### src/hdl/tcw_pkg.sv
// shared constants, item kinds and the queue entry type for the text console writer
`timescale 1ns / 1ps
`default_nettype none

package tcw_pkg;

    // screen geometry
    localparam int COLUMNS    = 80;
    localparam int ROWS       = 25;
    localparam int CELL_COUNT = COLUMNS * ROWS;

    // internal widths follow the geometry
    localparam int ROW_IW = (ROWS > 1) ? $clog2(ROWS) : 1;
    localparam int COL_IW = $clog2(COLUMNS);
    localparam int ADDR_W = $clog2(CELL_COUNT);
    localparam int CNT_W  = $clog2(CELL_COUNT + 1);

    // port field widths
    localparam int CMD_W      = 2;
    localparam int CHAR_W     = 8;
    localparam int RIDX_W     = 11;
    localparam int ROW_OUT_W  = 5;
    localparam int COL_OUT_W  = 7;
    localparam int POS_OUT_W  = 11;
    localparam int CELL_W     = 16;
    localparam int SCNT_W     = 32;
    localparam int COLOR_W    = 8;

    // character and attribute codes
    localparam logic [CHAR_W-1:0]  CH_NEWLINE  = 8'h0A;
    localparam logic [CHAR_W-1:0]  CH_TAB      = 8'h09;
    localparam logic [CHAR_W-1:0]  CH_BLANK    = 8'h20;
    localparam logic [COLOR_W-1:0] COLOR_RESET = 8'h0F;
    localparam int                 TAB_EXTRA   = 5;
    localparam int                 TAB_STEP    = TAB_EXTRA + 1;

    // command codes on the input port
    localparam logic [CMD_W-1:0] CMD_PUT   = 2'd0;
    localparam logic [CMD_W-1:0] CMD_BKSP  = 2'd1;
    localparam logic [CMD_W-1:0] CMD_CLEAR = 2'd2;
    localparam logic [CMD_W-1:0] CMD_READ  = 2'd3;

    // queue between front and back
    localparam int QDEPTH = 2;
    localparam int QPTR_W = (QDEPTH > 1) ? $clog2(QDEPTH) : 1;
    localparam int QCNT_W = $clog2(QDEPTH + 1);

    // what the front decided an item is
    typedef enum logic [2:0] {
        K_PUT   = 3'd0,
        K_NL    = 3'd1,
        K_TAB   = 3'd2,
        K_BKSP  = 3'd3,
        K_CLEAR = 3'd4,
        K_READ  = 3'd5
    } t_kind;

    typedef struct packed {
        t_kind               kind;
        logic [CHAR_W-1:0]   ch;
        logic [RIDX_W-1:0]   ridx;
    } t_op;

endpackage

`default_nettype wire

### src/hdl/tcw_front.sv
// front part: takes input beats, classifies them and hands them to the queue
`timescale 1ns / 1ps
`default_nettype none

module tcw_front import tcw_pkg::*; (
    input  wire logic              i_clk,
    input  wire logic              i_rst_n,
    input  wire logic              i_in_valid,
    output logic                   o_in_stall,
    input  wire logic [CMD_W-1:0]  i_command,
    input  wire logic [CHAR_W-1:0] i_char_code,
    input  wire logic [RIDX_W-1:0] i_read_index,
    input  wire logic              i_hold,
    input  wire logic              i_q_full,
    output logic                   o_push,
    output t_op                    o_push_op
);

    logic  r_op_valid;
    logic  n_op_valid;
    t_op   r_op;
    t_op   op_class;
    logic  accept;

    always_comb begin
        op_class.ch   = i_char_code;
        op_class.ridx = i_read_index;
        op_class.kind = K_PUT;
        unique case (i_command)
            CMD_PUT: begin
                priority if (i_char_code == CH_NEWLINE) begin
                    op_class.kind = K_NL;
                end else if (i_char_code == CH_TAB) begin
                    op_class.kind = K_TAB;
                end else begin
                    op_class.kind = K_PUT;
                end
            end
            CMD_BKSP:  op_class.kind = K_BKSP;
            CMD_CLEAR: op_class.kind = K_CLEAR;
            CMD_READ:  op_class.kind = K_READ;
            default:   op_class.kind = K_PUT;
        endcase
    end

    assign o_push     = r_op_valid && !i_q_full;
    assign o_push_op  = r_op;
    assign o_in_stall = i_hold || (r_op_valid && i_q_full);
    assign accept     = i_in_valid && !o_in_stall;
    assign n_op_valid = accept || (r_op_valid && !o_push);

    always_ff @(posedge i_clk) begin
        if (!i_rst_n) begin
            r_op_valid <= 1'b0;
        end else begin
            r_op_valid <= n_op_valid;
        end
    end

    always_ff @(posedge i_clk) begin
        if (accept) begin
            r_op <= op_class;
        end
    end

endmodule

`default_nettype wire

### config.mk
export PLATFORM = sky130hd
export DESIGN_NAME = tcw_front
export DESIGN_NICKNAME = d
export VERILOG_FILES = /design/src/hdl/tcw_pkg.sv /design/src/hdl/tcw_front.sv
export SDC_FILE = /design/constraint.sdc
export NUM_CORES = 1
export LEC_CHECK = 0
export BUFFER_PORTS_ARGS = -buffer_cell sky130_fd_sc_hd__buf_2
export CAP_MARGIN = 20
export CORE_MARGIN = 3
export CORE_UTILIZATION = 36
export DETAILED_ROUTE_END_ITERATION = 8
export GPL_ROUTABILITY_DRIVEN = 0
export PLACE_DENSITY = 0.79
export SLEW_MARGIN = 20
export SYNTH_ARGS = -nofsm -noshare
export SYNTH_HDL_FRONTEND = slang
export SYNTH_SLANG_ARGS = --single-unit
export TNS_END_PERCENT = 20
### constraint.sdc
create_clock -name i_clk -period 1.8 [get_ports i_clk]
set_input_delay 0.18 -clock i_clk [delete_from_list [all_inputs] [get_ports i_clk]]
set_output_delay 0.18 -clock i_clk [all_outputs]
set_load 0.02 [all_outputs]
==> results of run 1 <==
-- metal layers --
| layer | up-vias | wire (microns) | GRT usage |
|---|---|---|---|
| li1 | 252 | - | - |
| met1 | 223 | 538 | 0.118 |
| met2 | 31 | 716 | 0.196 |
| met3 | 2 | 211 | 0.0451 |
| met4 | 0 | 10 | 0.0638 |
| met5 | - | 0 | 0 |
-- final timing paths --
path / from / to / slack [ns] / cells after the start
setup / recovery: r_op_valid / o_in_stall / 0.64 / 2
hold / removal: i_read_index[9] / o_push_op[9] / 0.05 / 1
setup reg to reg: r_op_valid / o_push_op[3] / 0.67 / 3
hold reg to reg: r_op_valid / r_op_valid / 0.50 / 2
-- critical path, cell delays in order (launching register included) --
cell and delay, ns:
dfxtp_1 0.33, a21o_1 0.19, buf_2 0.16
-- power groups by stage --
stage                     clock [mW]  combinational, mW  sequential (mW)
after CTS                      0.231              0.110            0.618
after global placement             0              0.107            0.630
after floorplan                    0             0.0236            0.659
final                          0.225              0.108            0.618
after detailed placement           0              0.110            0.631
after global routing           0.256              0.118            0.620
-- cells in the final DEF, fill, tap and decap left out --
cell      count
a21o_1        1
nor2_2        1
or4_1         1
inv_1         3
nor2b_1       1
dfxtp_1       1
nand2_1       1
buf_2        49
edfxtp_1     22
o32ai_2       1
buf_4         2
a21boi_0      1
nand2b_1      2
or4b_4        1
o41ai_2       1
clkbuf_4      3
clkbuf_1      1
-- kinds of logic after synthesis --
| family | count (synthesis) | share of synthesized area |
|---|---|---|
| AOI/OAI and AO/OA | 4 | 0.0601 |
| buffers and inverters | 4 | 0.0190 |
| and+or+nand+nor | 7 | 0.0601 |
| DFF | 23 | 0.861 |
-- per-stage QoR --
step | setup WS [ns] | power (mW) | hold WS, ns
3_5_place_dp | 0.438 | 0.741 | 0.358
3_3_place_gp | 0.502 | 0.737 | 0.357
2_1_floorplan | 0.239 | 0.683 | 0.279
5_1_grt | 0.586 | 0.995 | 0.0278
4_1_cts | 0.627 | 0.959 | 0.0427
6_report | 0.638 | 0.952 | 0.0516
-- registers in the layout, summed over array words and instances (netlist names) --
signal and cells:
o_push_op 22, r_op_valid 1
-- synth_stat cells (all sizes together) --
cell / n
a21o: 1
o41ai: 1
or4: 1
inv: 3
dfxtp: 1
a21boi: 1
or4b: 1
edfxtp: 22
nor2: 1
clkbuf: 1
o32ai: 1
nor2b: 1
nand2: 1
nand2b: 2
-- area by class of cell --
class / count / area share
repair buffers: 51 / 0.234
multi-input cells: 11 / 0.0879
flip-flops and latches: 23 / 0.613
clock buffers: 4 / 0.0237
inverters: 3 / 0.0101
well taps: 27 / 0.0304
==> results.sh, run 1 <==
export IMPL_status="finished, final reports clean"
export IMPL_comb_power_share=0.114
export IMPL_cp_arrival_ns=0.98
export IMPL_viasPerCell=4.27
export IMPL_finalNonFillerCells=119
export IMPL_worstHoldPathType="in2reg"
export IMPL_area_growth_syn_to_layout_pct=40.3
export IMPL_diodes=0
export IMPL_ir_drop_v=0.000321
export IMPL_cts_buffers=3
export IMPL_grt_max_degree=16
export IMPL_wl_microns=1480
export IMPL_die_area_sq_um=2790
export IMPL_cts_max_path_buffers=2
export IMPL_grt_pass1_wl_microns=2220
export IMPL_cp_required_ns=1.62
export IMPL_dpl_cell_area_sq_um=1080
export IMPL_maxCapViolCount=0
export IMPL_clk_pin_slew_worst_paths_ns=0.11
export IMPL_tns_ns=0
export IMPL_core_area_sq_um=2020
export IMPL_internal_power_mw=0.743
export IMPL_numClockSinks=23
export IMPL_rsz0062_at_grt="no"
export IMPL_fin_crit_sh=0.645
export IMPL_die_h_microns=52.9
export IMPL_drive_gt1_frac=0.630
export IMPL_end_kind="primary output"
export IMPL_dieWidth_microns=52.9
export IMPL_start_util=0.391
export IMPL_syn_inst=38
export IMPL_cts_tree="yes"
export IMPL_ios=50
export IMPL_fmax_mhz=861
export IMPL_cp_start_kind="flip-flop"
export IMPL_drc=0
export IMPL_postCtsResizedCells=0
export IMPL_synth_fp_nets=64
export IMPL_cts_root_buf="clkbuf_4"
export IMPL_initialDrtViolationCount=1
export IMPL_skew_ns=0.00258
export IMPL_dpl_cell_count=115
export IMPL_setup_violations_final=0
export IMPL_synth_area_sq_um=791
export IMPL_detail_route_antenna_nets=0
export IMPL_netlist_area_leader_share=0.835
export IMPL_wl_per_cell_microns=12.4
export IMPL_grt_pass1_vias=499
export IMPL_std_cell_rows=16
export IMPL_cts_setup_buffers=0
export IMPL_ys_seq_area_frac=0.861
export IMPL_ys_warn_count=0
export IMPL_grt_usage=0.115
export IMPL_crit_fanout=3
export IMPL_yosysUniqueCellTypes=14
export IMPL_power_density_nw_per_um2=857
export IMPL_antenna_found_initial=0
export IMPL_p_seq_frac=0.649
export IMPL_drv_slew=0
export IMPL_critPathKind="reg2out"
export IMPL_grt_overflow=0
export IMPL_vias=508
export IMPL_first_pass_iters=2
export IMPL_yosys_area_top_type="edfxtp_1"
export IMPL_p_sw_mw=0.208
export IMPL_place_hpwl_microns=1240
export IMPL_synth_area_leaders="edfxtp_1 84%, dfxtp_1 2.5%, o32ai_2 2.1%"
export IMPL_p_clk_frac=0.237
export IMPL_min_period_ns=1.16
export IMPL_n_fill_cell=182
export IMPL_final_nets=119
export IMPL_seqCellArea_sq_um=681
export IMPL_io_buffers=49
export IMPL_multi_input_area_sq_um=97.6
export IMPL_htree_num_levels=1
export IMPL_ys_seq_elements=23
export IMPL_hold_viol=0
export IMPL_slew_headroom=0.813
export IMPL_syn_area_per_cell_sq_um=20.8
export IMPL_fin_area_sq_um=1110
export IMPL_clock_latency_ns=0.30
export IMPL_post_route_util=0.549
export IMPL_switching_share=0.219
export IMPL_p_leak_nw=0.479
export IMPL_ctsHoldBuffers=0
export IMPL_worst_slew_pin_slew_ns=0.277
No activity file was read; power rests on OpenSTA's default activity.
==> run 2, diff against run 1 <==
Settings changed: CORE_UTILIZATION 36 to 40, PLACE_DENSITY 0.79 to 0.83.
Clock period 1.8 ns to 1.15 ns, I/O delays scaled along.
==> run 2 against run 1 <==
Net effect:
- global-route usage increased by 3.9 points
- clock power increased by 57%
- wire length increased by 17%
- first-iteration DRC count increased to 4.0 times the previous value
- non-clock buffer count increased by 18
- utilization increased by 19 points
- largest cell class unchanged
==> results.sh, run 2 (synthesis results as in run 1) <==
export IMPL_status="finished, final reports clean"
export IMPL_io_buffers=49
export IMPL_clk_pin_slew_worst_paths_ns=0.12
export IMPL_htree_num_levels=1
export IMPL_die_h_microns=50.5
export IMPL_wl_microns=1730
export IMPL_power_density_nw_per_um2=1180
export IMPL_min_period_ns=1.12
export IMPL_maxCapViolCount=0
export IMPL_final_common_cell="buf_2"
export IMPL_grt_overflow=0
export IMPL_ir_drop_v=0.000719
export IMPL_grt_pass1_vias=634
export IMPL_skew_ns=0.00712
export IMPL_reg2reg_depth=3
export IMPL_core_area_sq_um=1800
export IMPL_area_growth_syn_to_layout_pct=67.7
export IMPL_critPathKind="reg2reg"
export IMPL_grt_usage=0.153
export IMPL_tns_ns=0
export IMPL_fin_area_sq_um=1330
export IMPL_numClockSinks=23
export IMPL_antenna_found_initial=0
export IMPL_cp_required_ns=1.17
export IMPL_worst_slew_pin_slew_ns=0.217
export IMPL_grt_pass1_wl_microns=2810
export IMPL_total_power_mw=1.56
export IMPL_cp_arrival_ns=1.14
export IMPL_crit_fanout=13
export IMPL_place_hpwl_microns=1190
export IMPL_largest_reg_flops=22
export IMPL_diodes=0
export IMPL_std_cell_rows=15
export IMPL_start_util=0.439
export IMPL_cts_buffers=3
export IMPL_fin_crit_sh=0.976
export IMPL_initialDrtViolationCount=4
export IMPL_ios=50
export IMPL_hold_viol=0
export IMPL_final_nets=137
export IMPL_dpl_cell_count=114
export IMPL_die_area_sq_um=2550
export IMPL_worstHoldPathType="in2reg"
export IMPL_cts_root_buf="clkbuf_4"
export IMPL_rsz0062_at_grt="yes"
export IMPL_cts_max_path_buffers=2
export IMPL_grt_max_degree=14
export IMPL_drc=0
export IMPL_end_kind="flip-flop"
export IMPL_setup_violations_final=0
export IMPL_fmax_mhz=891
export IMPL_layout_common_cells="48 x buf_2, 22 x edfxtp_1, 17 x dlygate4sd3_1"
export IMPL_detail_route_antenna_nets=0
export IMPL_wl_per_cell_microns=12.8
export IMPL_first_pass_iters=4
export IMPL_viasPerCell=4.41
export IMPL_cts_tree="yes"
export IMPL_cts_setup_buffers=0
export IMPL_slew_headroom=0.853
export IMPL_drive_gt1_frac=0.555
export IMPL_dpl_cell_area_sq_um=1130
export IMPL_hold_path_depth=1
export IMPL_cp_start_kind="flip-flop"
export IMPL_clock_latency_ns=0.30
export IMPL_dieWidth_microns=50.5
export IMPL_finalNonFillerCells=135
export IMPL_p_leak_nw=0.564
export IMPL_vias=596
export IMPL_drv_slew=0
-- run 2: changes by cell type in the layout (fill, tap and decap cells not counted), sizes merged --
cell and change:
dlygate4sd3 +17, buf +1
-- run 2: worst max-delay path, cell delays in order (launching register included) --
cell	delay, ns
dfxtp_2	0.35
a21o_4	0.21
nor2_4	0.14
buf_12	0.16
-- run 2: cell type report --
| class | count | area, sq um |
|---|---|---|
| clock buffers | 4 | 26.3 |
| fillers | 137 | 475 |
| well taps | 25 | 31.3 |
| repair buffers | 69 | 465 |
| flip-flops and latches | 23 | 682 |
| inverters | 3 | 11.3 |
| multi-input cells | 11 | 110 |
-- run 2: through the flow --
step | util | setup slack (ns) | hold slack, ns
after detailed placement | 0.626 | -0.135 | 0.294
after CTS | 0.729 | 0.0146 | 0.00305
after global placement | 0.626 | -0.0728 | 0.292
final | 0.736 | 0.0273 | 0.0161
after floorplan | - | -0.144 | 0.214
after global routing | 0.736 | -0.00840 | 0.00363
-- run 2: final timing paths --
kind                                     start       endpoint  slack (ns)
worst max-delay path                r_op_valid  o_push_op[20]        0.03
worst min-delay path            i_char_code[1]  o_push_op[12]        0.02
worst min register to register      r_op_valid     r_op_valid        0.51
worst max register to register      r_op_valid  o_push_op[20]        0.03
-- run 2: timing repair --
item | in CTS | in global routing
setup endpoints to repair | 11 | 14
resized for setup | 0 | 1
endpoints found under the hold margin | 16 | 1
pin swaps | 1 | 0
hold buffers | 16 | 1
-- run 2: report_power, final --
part	internal (mW)	switching, mW
registers	0.960	0.00849
logic	0.123	0.114
clock network	0.135	0.219
-- run 2: metal layers --
layer	up-vias	wire length [microns]	track usage
met2	32	961	0.298
met4	0	47	0.0807
met5	-	0	0
met3	4	128	0.0326
li1	291	-	-
met1	269	595	0.147
