[src/hdl/tcw_pkg.sv]
// shared constants, item kinds and the queue entry type for the text console writer
`timescale 1ns / 1ps
`default_nettype none

package tcw_pkg;

    // screen geometry
    localparam int COLUMNS    = 80;
    localparam int ROWS       = 25;
    localparam int CELL_COUNT = COLUMNS * ROWS;

    // internal widths follow the geometry
    localparam int ROW_IW = (ROWS > 1) ? $clog2(ROWS) : 1;
    localparam int COL_IW = $clog2(COLUMNS);
    localparam int ADDR_W = $clog2(CELL_COUNT);
    localparam int CNT_W  = $clog2(CELL_COUNT + 1);

    // port field widths
    localparam int CMD_W      = 2;
    localparam int CHAR_W     = 8;
    localparam int RIDX_W     = 11;
    localparam int ROW_OUT_W  = 5;
    localparam int COL_OUT_W  = 7;
    localparam int POS_OUT_W  = 11;
    localparam int CELL_W     = 16;
    localparam int SCNT_W     = 32;
    localparam int COLOR_W    = 8;

    // character and attribute codes
    localparam logic [CHAR_W-1:0]  CH_NEWLINE  = 8'h0A;
    localparam logic [CHAR_W-1:0]  CH_TAB      = 8'h09;
    localparam logic [CHAR_W-1:0]  CH_BLANK    = 8'h20;
    localparam logic [COLOR_W-1:0] COLOR_RESET = 8'h0F;
    localparam int                 TAB_EXTRA   = 5;
    localparam int                 TAB_STEP    = TAB_EXTRA + 1;

    // command codes on the input port
    localparam logic [CMD_W-1:0] CMD_PUT   = 2'd0;
    localparam logic [CMD_W-1:0] CMD_BKSP  = 2'd1;
    localparam logic [CMD_W-1:0] CMD_CLEAR = 2'd2;
    localparam logic [CMD_W-1:0] CMD_READ  = 2'd3;

    // queue between front and back
    localparam int QDEPTH = 2;
    localparam int QPTR_W = (QDEPTH > 1) ? $clog2(QDEPTH) : 1;
    localparam int QCNT_W = $clog2(QDEPTH + 1);

    // what the front decided an item is
    typedef enum logic [2:0] {
        K_PUT   = 3'd0,
        K_NL    = 3'd1,
        K_TAB   = 3'd2,
        K_BKSP  = 3'd3,
        K_CLEAR = 3'd4,
        K_READ  = 3'd5
    } t_kind;

    typedef struct packed {
        t_kind               kind;
        logic [CHAR_W-1:0]   ch;
        logic [RIDX_W-1:0]   ridx;
    } t_op;

endpackage

`default_nettype wire

[src/hdl/tcw_queue.sv]
// short queue of classified items between front and back
`timescale 1ns / 1ps
`default_nettype none

module tcw_queue import tcw_pkg::*; (
    input  wire logic i_clk,
    input  wire logic i_rst_n,
    input  wire logic i_push,
    input  wire t_op  i_push_op,
    output logic      o_full,
    output logic      o_valid,
    output t_op       o_op,
    input  wire logic i_pop
);

    t_op               r_slot [QDEPTH];
    logic [QPTR_W-1:0] r_head;
    logic [QPTR_W-1:0] r_tail;
    logic [QCNT_W-1:0] r_count;
    logic [QPTR_W-1:0] n_head;
    logic [QPTR_W-1:0] n_tail;
    logic [QCNT_W-1:0] n_count;
    logic              do_push;
    logic              do_pop;

    assign o_full  = (r_count == QCNT_W'(QDEPTH));
    assign o_valid = (r_count != '0);
    assign o_op    = r_slot[r_head];
    assign do_push = i_push && !o_full;
    assign do_pop  = i_pop && o_valid;

    always_comb begin
        n_head  = r_head;
        n_tail  = r_tail;
        n_count = r_count;
        if (do_push) begin
            n_tail = (r_tail == QPTR_W'(QDEPTH - 1)) ? '0 : r_tail + 1'b1;
        end
        if (do_pop) begin
            n_head = (r_head == QPTR_W'(QDEPTH - 1)) ? '0 : r_head + 1'b1;
        end
        if (do_push && !do_pop) begin
            n_count = r_count + 1'b1;
        end else if (do_pop && !do_push) begin
            n_count = r_count - 1'b1;
        end
    end

    always_ff @(posedge i_clk) begin
        if (!i_rst_n) begin
            r_head  <= '0;
            r_tail  <= '0;
            r_count <= '0;
        end else begin
            r_head  <= n_head;
            r_tail  <= n_tail;
            r_count <= n_count;
        end
    end

    always_ff @(posedge i_clk) begin
        if (do_push) begin
            r_slot[r_tail] <= i_push_op;
        end
    end

endmodule

`default_nettype wire

[config.mk]
export PLATFORM = sky130hd
export DESIGN_NAME = tcw_queue
export DESIGN_NICKNAME = d
export VERILOG_FILES = /design/src/hdl/tcw_pkg.sv /design/src/hdl/tcw_queue.sv
export SDC_FILE = /design/constraint.sdc
export NUM_CORES = 1
export LEC_CHECK = 0
export ABC_AREA = 1
export ABC_CLOCK_PERIOD_IN_PS = 2400
export BUFFER_PORTS_ARGS = -buffer_cell sky130_fd_sc_hd__buf_2
export CORE_ASPECT_RATIO = 0.8
export CORE_MARGIN = 1.5
export CORE_UTILIZATION = 30
export CTS_BUF_LIST = sky130_fd_sc_hd__clkbuf_8 sky130_fd_sc_hd__clkbuf_16
export CTS_CLUSTER_DIAMETER = 50
export DETAILED_ROUTE_END_ITERATION = 12
export PLACE_DENSITY = 0.51
export SLEW_MARGIN = 20
export SYNTH_ARGS = -nofsm -noshare
export SYNTH_HDL_FRONTEND = slang
export SYNTH_SLANG_ARGS = --single-unit
export TNS_END_PERCENT = 20
[constraint.sdc]
create_clock -name i_clk -period 2.4 [get_ports i_clk]
set_clock_uncertainty 0.1 [all_clocks]
set_input_delay 0.48 -clock i_clk [delete_from_list [all_inputs] [get_ports i_clk]]
set_output_delay 0.48 -clock i_clk [all_outputs]
set_load 0.02 [all_outputs]
==> out/results.tsv, run 1 <==
stage	metric	value	unit
run_status	status	finished clean	
final_layout	design_area	0.00239	mm^2
worst_setup_path	crit_family	flip-flops	
sta	finalHoldViolations	0	
routing	drc	0	
worst_setup_path	worst-r2r-setup-slack	820	ps
clocking	path_clk_slew	90	ps
final_layout	final_cell_mix	buf_2 (49), edfxtp_1 (44), mux2_4 (20)	
place	io_buffer_count	49	
grt	gr-total-overflow	0	
sta	max_clock_freq	0.473	GHz
worst_setup_path	r2r-start	r_count[1]$_SDFFE_PN0P_	
routing	viasPerCell	4.17	
logic_synthesis	synth.cell_area	0.00191	mm^2
final_layout	layout.nets	191	
logic_synthesis	ys_seq_elements	49	
sta	setup_viol	0	
grt	grt_pass1_wl	4.91	mm
clocking	clk_latency	300	ps
clocking	cts_max_level	2	
die	die-area	0.00687	mm^2
worst_hold_path	min_to	r_slot[1][15]$_DFFE_PP_	
final_layout	n_antenna_cell	0	
power	p_leak	0.969	nW
die	core_area	0.00604	mm^2
die	die_y	74.5	um
worst_setup_path	crit_chain	buf_4 > mux2_4 > buf_2	
worst_hold_path	min_from	i_push_op[15]	
logic_synthesis	synth_cells	105	
clocking	clk_path_buf_depth	2	
power	vdd_drop_max	0.429	mV
worst_setup_path	slowest_stage	dfxtp_1	
die	start_util	31.7	%
grt	grt_usage	9.86	%
worst_setup_path	crit_type	flip-flop to primary output	
grt	grt_pass1_vias	1030	
worst_hold_path	whs_path_depth	1	
logic_synthesis	yosys_warnings	0	
final_layout	area_delta_synth_final	25.0	%
worst_setup_path	slowest_delay	510	ps
final_layout	fin_cells	246	
sta	finalMaxSlewViolations	0	
logic_synthesis	yosysSeqAreaShare	74.2	%
power	power_density	1040	mW/mm^2
routing	detail-route-antenna-nets	0	
die	die_x	92.3	um
place	place_area	0.00228	mm^2
clocking	cts_tree	yes	
sta	worstMarginPinSlew	312	ps
routing	vias	1025	
worst_setup_path	end_kind	primary output	
final_layout	layout_commonest_cell	buf_2	
place	dp.cells	238	
routing	dr.pass1.iters	4	
sta	fin_ws	288	ps
logic_synthesis	syn-num-nets	132	
clocking	clock_sinks	49	
routing	drtIter0Drc	54	
clocking	hold_buffers	0	
clocking	postCtsSetupRepairBufs	0	
place	dp_hpwl	2.40	mm
worst_setup_path	worst_ep_arrival_time	1530	ps
sta	maxSlewHeadroom	79.1	%
place	routabilityCongestion	0.704	
place	pre_cts_ws	579	ps
worst_setup_path	r2r-end	r_count[1]$_SDFFE_PN0P_	
die	num_rows	25	
sta	rsz0062_at_grt	no	
worst_setup_path	required	1820	ps
grt	antenna_found_initial	0	
worst_setup_path	start_kind	flip-flop	
routing	wl_per_cell	13.3	um
worst_hold_path	min_path_type	input pin to flip-flop	
routing	routed_wl	3.27	mm
final_layout	drive_above_1_share	55.2	%
sta	fin_crit	2110	ps
sta	fin_crit_sh	88.0	%
clocking	cts-root-buf	clkbuf_8	
worst_setup_path	path_max_fanout	7	
worst_setup_path	cp_num_buf_inv	2	
job	drv_cap	0	
logic_synthesis	synth_cell_types	17	
clocking	numCtsBuffers	5	
clocking	ctsResizeCount	0	
grt	grt_max_degree	23	
die	ios	50	
logic_synthesis	synth.avg_cell_area	18.2	um^2
worst_setup_path	reg2reg_depth	9	
sta	setup_tns	0	ps
==> stage by stage <==
step           hold slack [ps]  power (W)  utilization [%]
6_report                   259    0.00249             39.6
3_5_place_dp               410    0.00195             37.8
4_1_cts                    246    0.00253             39.6
3_3_place_gp               390    0.00191             37.8
2_1_floorplan              367    0.00172                -
5_1_grt                    244    0.00262             39.6
==> worst register-to-register path: cells and delay by family, from the launching register on <==
family | cells | cell delay [ps]
compound gates | 1 | 240
fa+ha+maj | 1 | 310
buf+inv | 4 | 260
flops | 1 | 380
simple gates | 3 | 240
==> cell type report <==
type	instances	area, um^2
fill	566	3640
sequential	49	1420
multi-input combinational	46	445
timing repair buffer	54	283
tap	81	101
clock buffer	5	68.8
clock inverter	3	43.8
inverter	8	30.0
==> synth_stat cells <==
library cell  instances  share of area, %
a21oi_1               1              0.26
buf_6                 2               1.2
dfxtp_1               5               5.2
edfxtp_1             44                69
ha_1                  1              0.65
inv_1                 5              0.98
inv_2                 3              0.59
mux2_2                2               1.2
mux2_4               20                16
nand2_1               6               1.2
nand2_2               1              0.33
nand3_1               1              0.26
nand4_1               1              0.33
nor2_1                9               1.8
o21a_1                1              0.39
o21ai_0               2              0.52
o21ai_2               1              0.46
==> sequential cells by signal, indices dropped and copies added (netlist names), named ones only <==
name,flops
r_slot,44
r_count,2
r_head,1
r_tail,1
==> how the worst max path moves through the flow <==
stage,start,depth (start not counted),slack [ps],end
after floorplan,i_push,2,400,r_slot[1][0]$_DFFE_PP_
after global placement,flip-flop,3,610,o_op[2]
after detailed placement,flip-flop,3,580,o_op[9]
after CTS,flip-flop,3,250,o_op[9]
after global routing,flip-flop,3,210,o_op[2]
final,flip-flop,3,290,o_op[9]
==> report_power, final <==
part | switching (W) | total [W] | internal (W) | leakage (nW)
Sequential | 0.0000611 | 0.00114 | 0.00108 | 0.452
Clock | 0.000264 | 0.000576 | 0.000312 | 0.0585
Combinational | 0.000439 | 0.000776 | 0.000337 | 0.458
==> cell families (layout without fill, tap and decap cells) <==
kind of cell	after synthesis	in the layout	share of synthesized area [%]
adders and majority gates	1	1	0.653
and+or+nand+nor	18	18	3.86
DFF	49	49	74.2
muxes	22	22	16.9
buffers and inverters	10	70	2.75
AOI/OAI and AO/OA	5	5	1.63
==> routing by layer <==
| layer | GRT usage (%) | part of all wire, % |
|---|---|---|
| met5 | 0 | 0 |
| met4 | 4.10 | 1.5 |
| met3 | 4.81 | 6.7 |
| met2 | 15.8 | 48 |
| met1 | 11.5 | 44 |
(Power assumes the default switching activity.)
==> inputs of run 2 (changes only) <==
REMOVE_ABC_BUFFERS = 1   (was unset)
==> out/results.tsv, run 2 (synthesized netlist as in run 1, its figures left out) <==
stage	metric	value	unit
place	routabilityCongestion	0.623	
power	vdd_drop_max	0.485	mV
die	core_area	0.00604	mm^2
worst_setup_path	start_kind	flip-flop	
die	ios	50	
clocking	cts_tree	yes	
run_status	status	finished clean	
routing	viasPerCell	4.18	
clocking	numCtsBuffers	5	
sta	worstMarginPinSlew	498	ps
routing	wl_per_cell	13.5	um
power	p_int	0.00163	W
sta	max_clock_freq	0.494	GHz
worst_setup_path	path_max_fanout	15	
worst_hold_path	min_path_type	input pin to flip-flop	
sta	maxSlewHeadroom	66.8	%
clocking	cts_max_level	2	
routing	drtIter0Drc	38	
job	drv_cap	0	
clocking	ctsResizeCount	0	
clocking	hold_buffers	0	
clocking	clock_sinks	49	
grt	grt_pass1_vias	1130	
power	clkPwrFrac	19.7	%
routing	detail-route-antenna-nets	0	
grt	antenna_found_initial	0	
clocking	postCtsSetupRepairBufs	0	
place	dp_hpwl	2.41	mm
power	swShare	32.2	%
die	die_y	74.5	um
sta	fin_crit_sh	84.4	%
sta	fin_crit	2030	ps
die	num_rows	25	
final_layout	area_delta_synth_final	24.3	%
power	combPwrFrac	33.2	%
worst_hold_path	min_from	i_push_op[8]	
final_layout	top_register	r_slot	
worst_setup_path	worst_ep_arrival_time	1450	ps
sta	rsz0062_at_grt	no	
worst_setup_path	end_kind	primary output	
final_layout	layout.nets	191	
power	power_density	1010	mW/mm^2
grt	grt_pass1_wl	5.48	mm
final_layout	layout_commonest_cell	buf_2	
final_layout	drive_above_1_share	54.5	%
clocking	cts-root-buf	clkbuf_8	
power	p_leak	0.963	nW
final_layout	final_cell_mix	buf_2 (49), edfxtp_1 (44), mux2_4 (20)	
die	die_x	92.3	um
sta	finalHoldViolations	0	
power	netSwitchingPower	0.000771	W
clocking	clk_latency	290	ps
sta	finalMaxSlewViolations	0	
clocking	clk_path_buf_depth	2	
grt	grt_max_degree	16	
grt	gr-total-overflow	0	
routing	drc	0	
worst_setup_path	r2r-start	r_count[1]$_SDFFE_PN0P_	
final_layout	largest_register_ffs	44	
power	power	0.00240	W
worst_setup_path	required	1820	ps
final_layout	n_antenna_cell	0	
place	io_buffer_count	49	
routing	dr.pass1.iters	4	
worst_setup_path	crit_type	flip-flop to primary output	
grt	grt_usage	10.8	%
routing	vias	1029	
die	start_util	31.7	%
die	die-area	0.00687	mm^2
sta	setup_viol	0	
final_layout	reg_top3	r_slot: 44 flops, r_count: 2 flops	
clocking	path_clk_slew	90	ps
sta	setup_tns	0	ps
power	p_seq_share	47.1	%
routing	routed_wl	3.32	mm
==> run 2: path summary, 6_finish.rpt <==
check | endpoint | cells past startpoint | slack [ps]
worst max register to register | r_count[1]$_SDFFE_PN0P_ | 9 | 820
worst min register to register | flip-flop | 2 | 420
worst min-delay path | r_slot[0][8]$_DFFE_PP_ | 1 | 270
worst max-delay path | o_op[2] | 3 | 370
==> run 2: per-layer routing <==
metal  global-route usage, %  up-vias  part of all wire [%]
met5                       0        -                     0
met4                    4.62        0                   1.7
met3                    3.78        7                   6.8
met2                    18.1       38                    47
met1                    12.7      484                    45
li1                        -      500                     -
==> run 2: final cells by class <==
class | count | area, um^2
multi-input combinational | 46 | 445
inverter | 8 | 30.0
fill | 576 | 3660
clock buffer | 5 | 68.8
sequential | 49 | 1420
tap | 81 | 101
timing repair buffer | 54 | 295
clock inverter | 3 | 17.5
==> run 2: critical path, stage by stage (launching register included) <==
cell and delay (ps):
dfxtp_1 330, buf_4 280, mux2_2 370, buf_2 160
==> run 2: metrics by stage <==
stage	utilization [%]	instance area (um^2)	hold slack, ps	instances	setup slack [ps]
3_5_place_dp	38.0	2290	398	238	689
4_1_cts	39.4	2380	253	246	350
6_report	39.4	2380	265	246	374
5_1_grt	39.4	2380	250	246	310
2_1_floorplan	-	1890	367	103	341
3_3_place_gp	38.0	2290	385	238	702
==> run 2: power groups by stage <==
stage | clock network, W | registers, W | logic, W
floorplan | 0 | 0.00118 | 0.000520
global placement | 0 | 0.00114 | 0.000790
detailed placement | 0 | 0.00115 | 0.000809
CTS | 0.000494 | 0.00113 | 0.000813
global route | 0.000529 | 0.00114 | 0.000863
finish | 0.000473 | 0.00113 | 0.000797
==> inputs of run 3 (changes only) <==
ABC_CLOCK_PERIOD_IN_PS = 2000   (was 2400)
clock period = 2 ns   (was 2.4 ns; I/O delays follow)
==> out/results.tsv, run 3 (synthesized netlist as in run 1, its figures left out) <==
stage	metric	value	unit
run_status	status	finished clean	
clocking	cts_tree	yes	
routing	wl_per_cell	13.0	um
clocking	ctsResizeCount	0	
worst_setup_path	r2r-end	r_count[1]$_SDFFE_PN0P_	
worst_setup_path	reg2reg_depth	9	
worst_setup_path	crit_family	buffers and inverters	
final_layout	final_cell_mix	buf_2 (49), edfxtp_1 (44), mux2_4 (20)	
place	dp.cells	239	
sta	finalHoldViolations	0	
final_layout	area_delta_synth_final	25.8	%
die	core_area	0.00604	mm^2
sta	max_clock_freq	0.531	GHz
job	drv_cap	0	
sta	fin_crit_sh	94.2	%
final_layout	layout.nets	192	
sta	hold_ws	191	ps
grt	gr-total-overflow	0	
worst_setup_path	slowest_delay	350	ps
final_layout	reg_top3	r_slot: 44 flops, r_count: 2 flops	
clocking	clk_path_buf_depth	2	
final_layout	layout_commonest_cell	buf_2	
routing	drc	0	
routing	vias	1020	
sta	worstMarginPinSlew	277	ps
sta	finalMaxSlewViolations	0	
die	die_y	74.5	um
worst_setup_path	required	1500	ps
clocking	postCtsSetupRepairBufs	0	
final_layout	fin_cells	247	
grt	grt_usage	10.5	%
worst_setup_path	worst_ep_arrival_time	1380	ps
worst_setup_path	start_kind	flip-flop	
worst_setup_path	worst-r2r-setup-slack	440	ps
clocking	hold_buffers	0	
worst_setup_path	slowest_stage	dfxtp_1	
grt	antenna_found_initial	0	
power	power_density	1250	mW/mm^2
worst_setup_path	end_kind	primary output	
clocking	cts-root-buf	clkbuf_8	
die	num_rows	25	
clocking	clock_sinks	49	
clocking	clk_latency	290	ps
worst_setup_path	critPathCapture	o_op[2]	
worst_setup_path	crit_type	flip-flop to primary output	
routing	viasPerCell	4.13	
worst_setup_path	cp_num_buf_inv	2	
worst_setup_path	crit_chain	buf_6 > mux2_2 > buf_2	
routing	dr.pass1.iters	2	
sta	maxSlewHeadroom	81.6	%
sta	rsz0062_at_grt	no	
die	die_x	92.3	um
clocking	path_clk_slew	90	ps
final_layout	drive_above_1_share	54.8	%
power	p_leak	0.979	nW
die	ios	50	
worst_setup_path	crit_cells	3	
final_layout	n_antenna_cell	0	
die	die-area	0.00687	mm^2
sta	fin_crit	1880	ps
routing	routed_wl	3.21	mm
place	routabilityCongestion	0.664	
worst_setup_path	path_max_fanout	15	
final_layout	largest_register_ffs	44	
routing	drtIter0Drc	39	
grt	grt_pass1_wl	5.29	mm
place	io_buffer_count	49	
clocking	cts_max_level	2	
power	vdd_drop_max	0.408	mV
place	dp_hpwl	2.34	mm
sta	setup_tns	0	ps
grt	grt_max_degree	16	
die	start_util	31.7	%
sta	setup_viol	0	
worst_hold_path	min_path_type	input pin to flip-flop	
routing	detail-route-antenna-nets	0	
worst_setup_path	r2r-start	r_count[1]$_SDFFE_PN0P_	
final_layout	top_register	r_slot	
grt	grt_pass1_vias	1120	
final_layout	final_util	39.9	%
clocking	numCtsBuffers	5	
run 3: metal layers:
layer,track usage [%],wire length [um],vias to the layer above
li1,-,-,503
met4,4.62,40,0
met3,4.19,245,4
met1,12.5,1410,479
met5,0,0,-
met2,16.9,1520,34
run 3: worst min path at each step:
stage	startpoint	endpoint	slack [ps]	cells past startpoint
floorplan	r_head$_SDFFE_PN0P_	flip-flop	370	2
global placement	r_head$_SDFFE_PN0P_	r_head$_SDFFE_PN0P_	380	2
detailed placement	r_head$_SDFFE_PN0P_	r_head$_SDFFE_PN0P_	400	2
CTS	i_push_op[6]	r_slot[1][6]$_DFFE_PP_	180	1
global route	i_push_op[9]	r_slot[1][9]$_DFFE_PP_	180	1
finish	i_push_op[19]	r_slot[1][19]$_DFFE_PP_	190	1
run 3: layout make-up:
type | count | area, um^2
Fill cell | 576 | 3630
Tap cell | 81 | 101
Inverter | 8 | 30.0
Multi-Input combinational cell | 46 | 445
Sequential cell | 49 | 1420
Clock inverter | 2 | 33.8
Timing Repair Buffer | 55 | 294
Clock buffer | 6 | 82.6
run 3: metrics by stage:
step	total power (W)	setup WS, ps	cell area [um^2]
2_1_floorplan	0.00204	20.7	1890
3_5_place_dp	0.00234	365	2290
6_report	0.00301	116	2410
5_1_grt	0.00318	22.5	2410
3_3_place_gp	0.00232	379	2290
4_1_cts	0.00306	31.6	2400
run 3: where the power goes:
group	internal (W)	switching, W
combinational	0.000412	0.000534
sequential	0.00130	0.0000595
clock	0.000403	0.000302
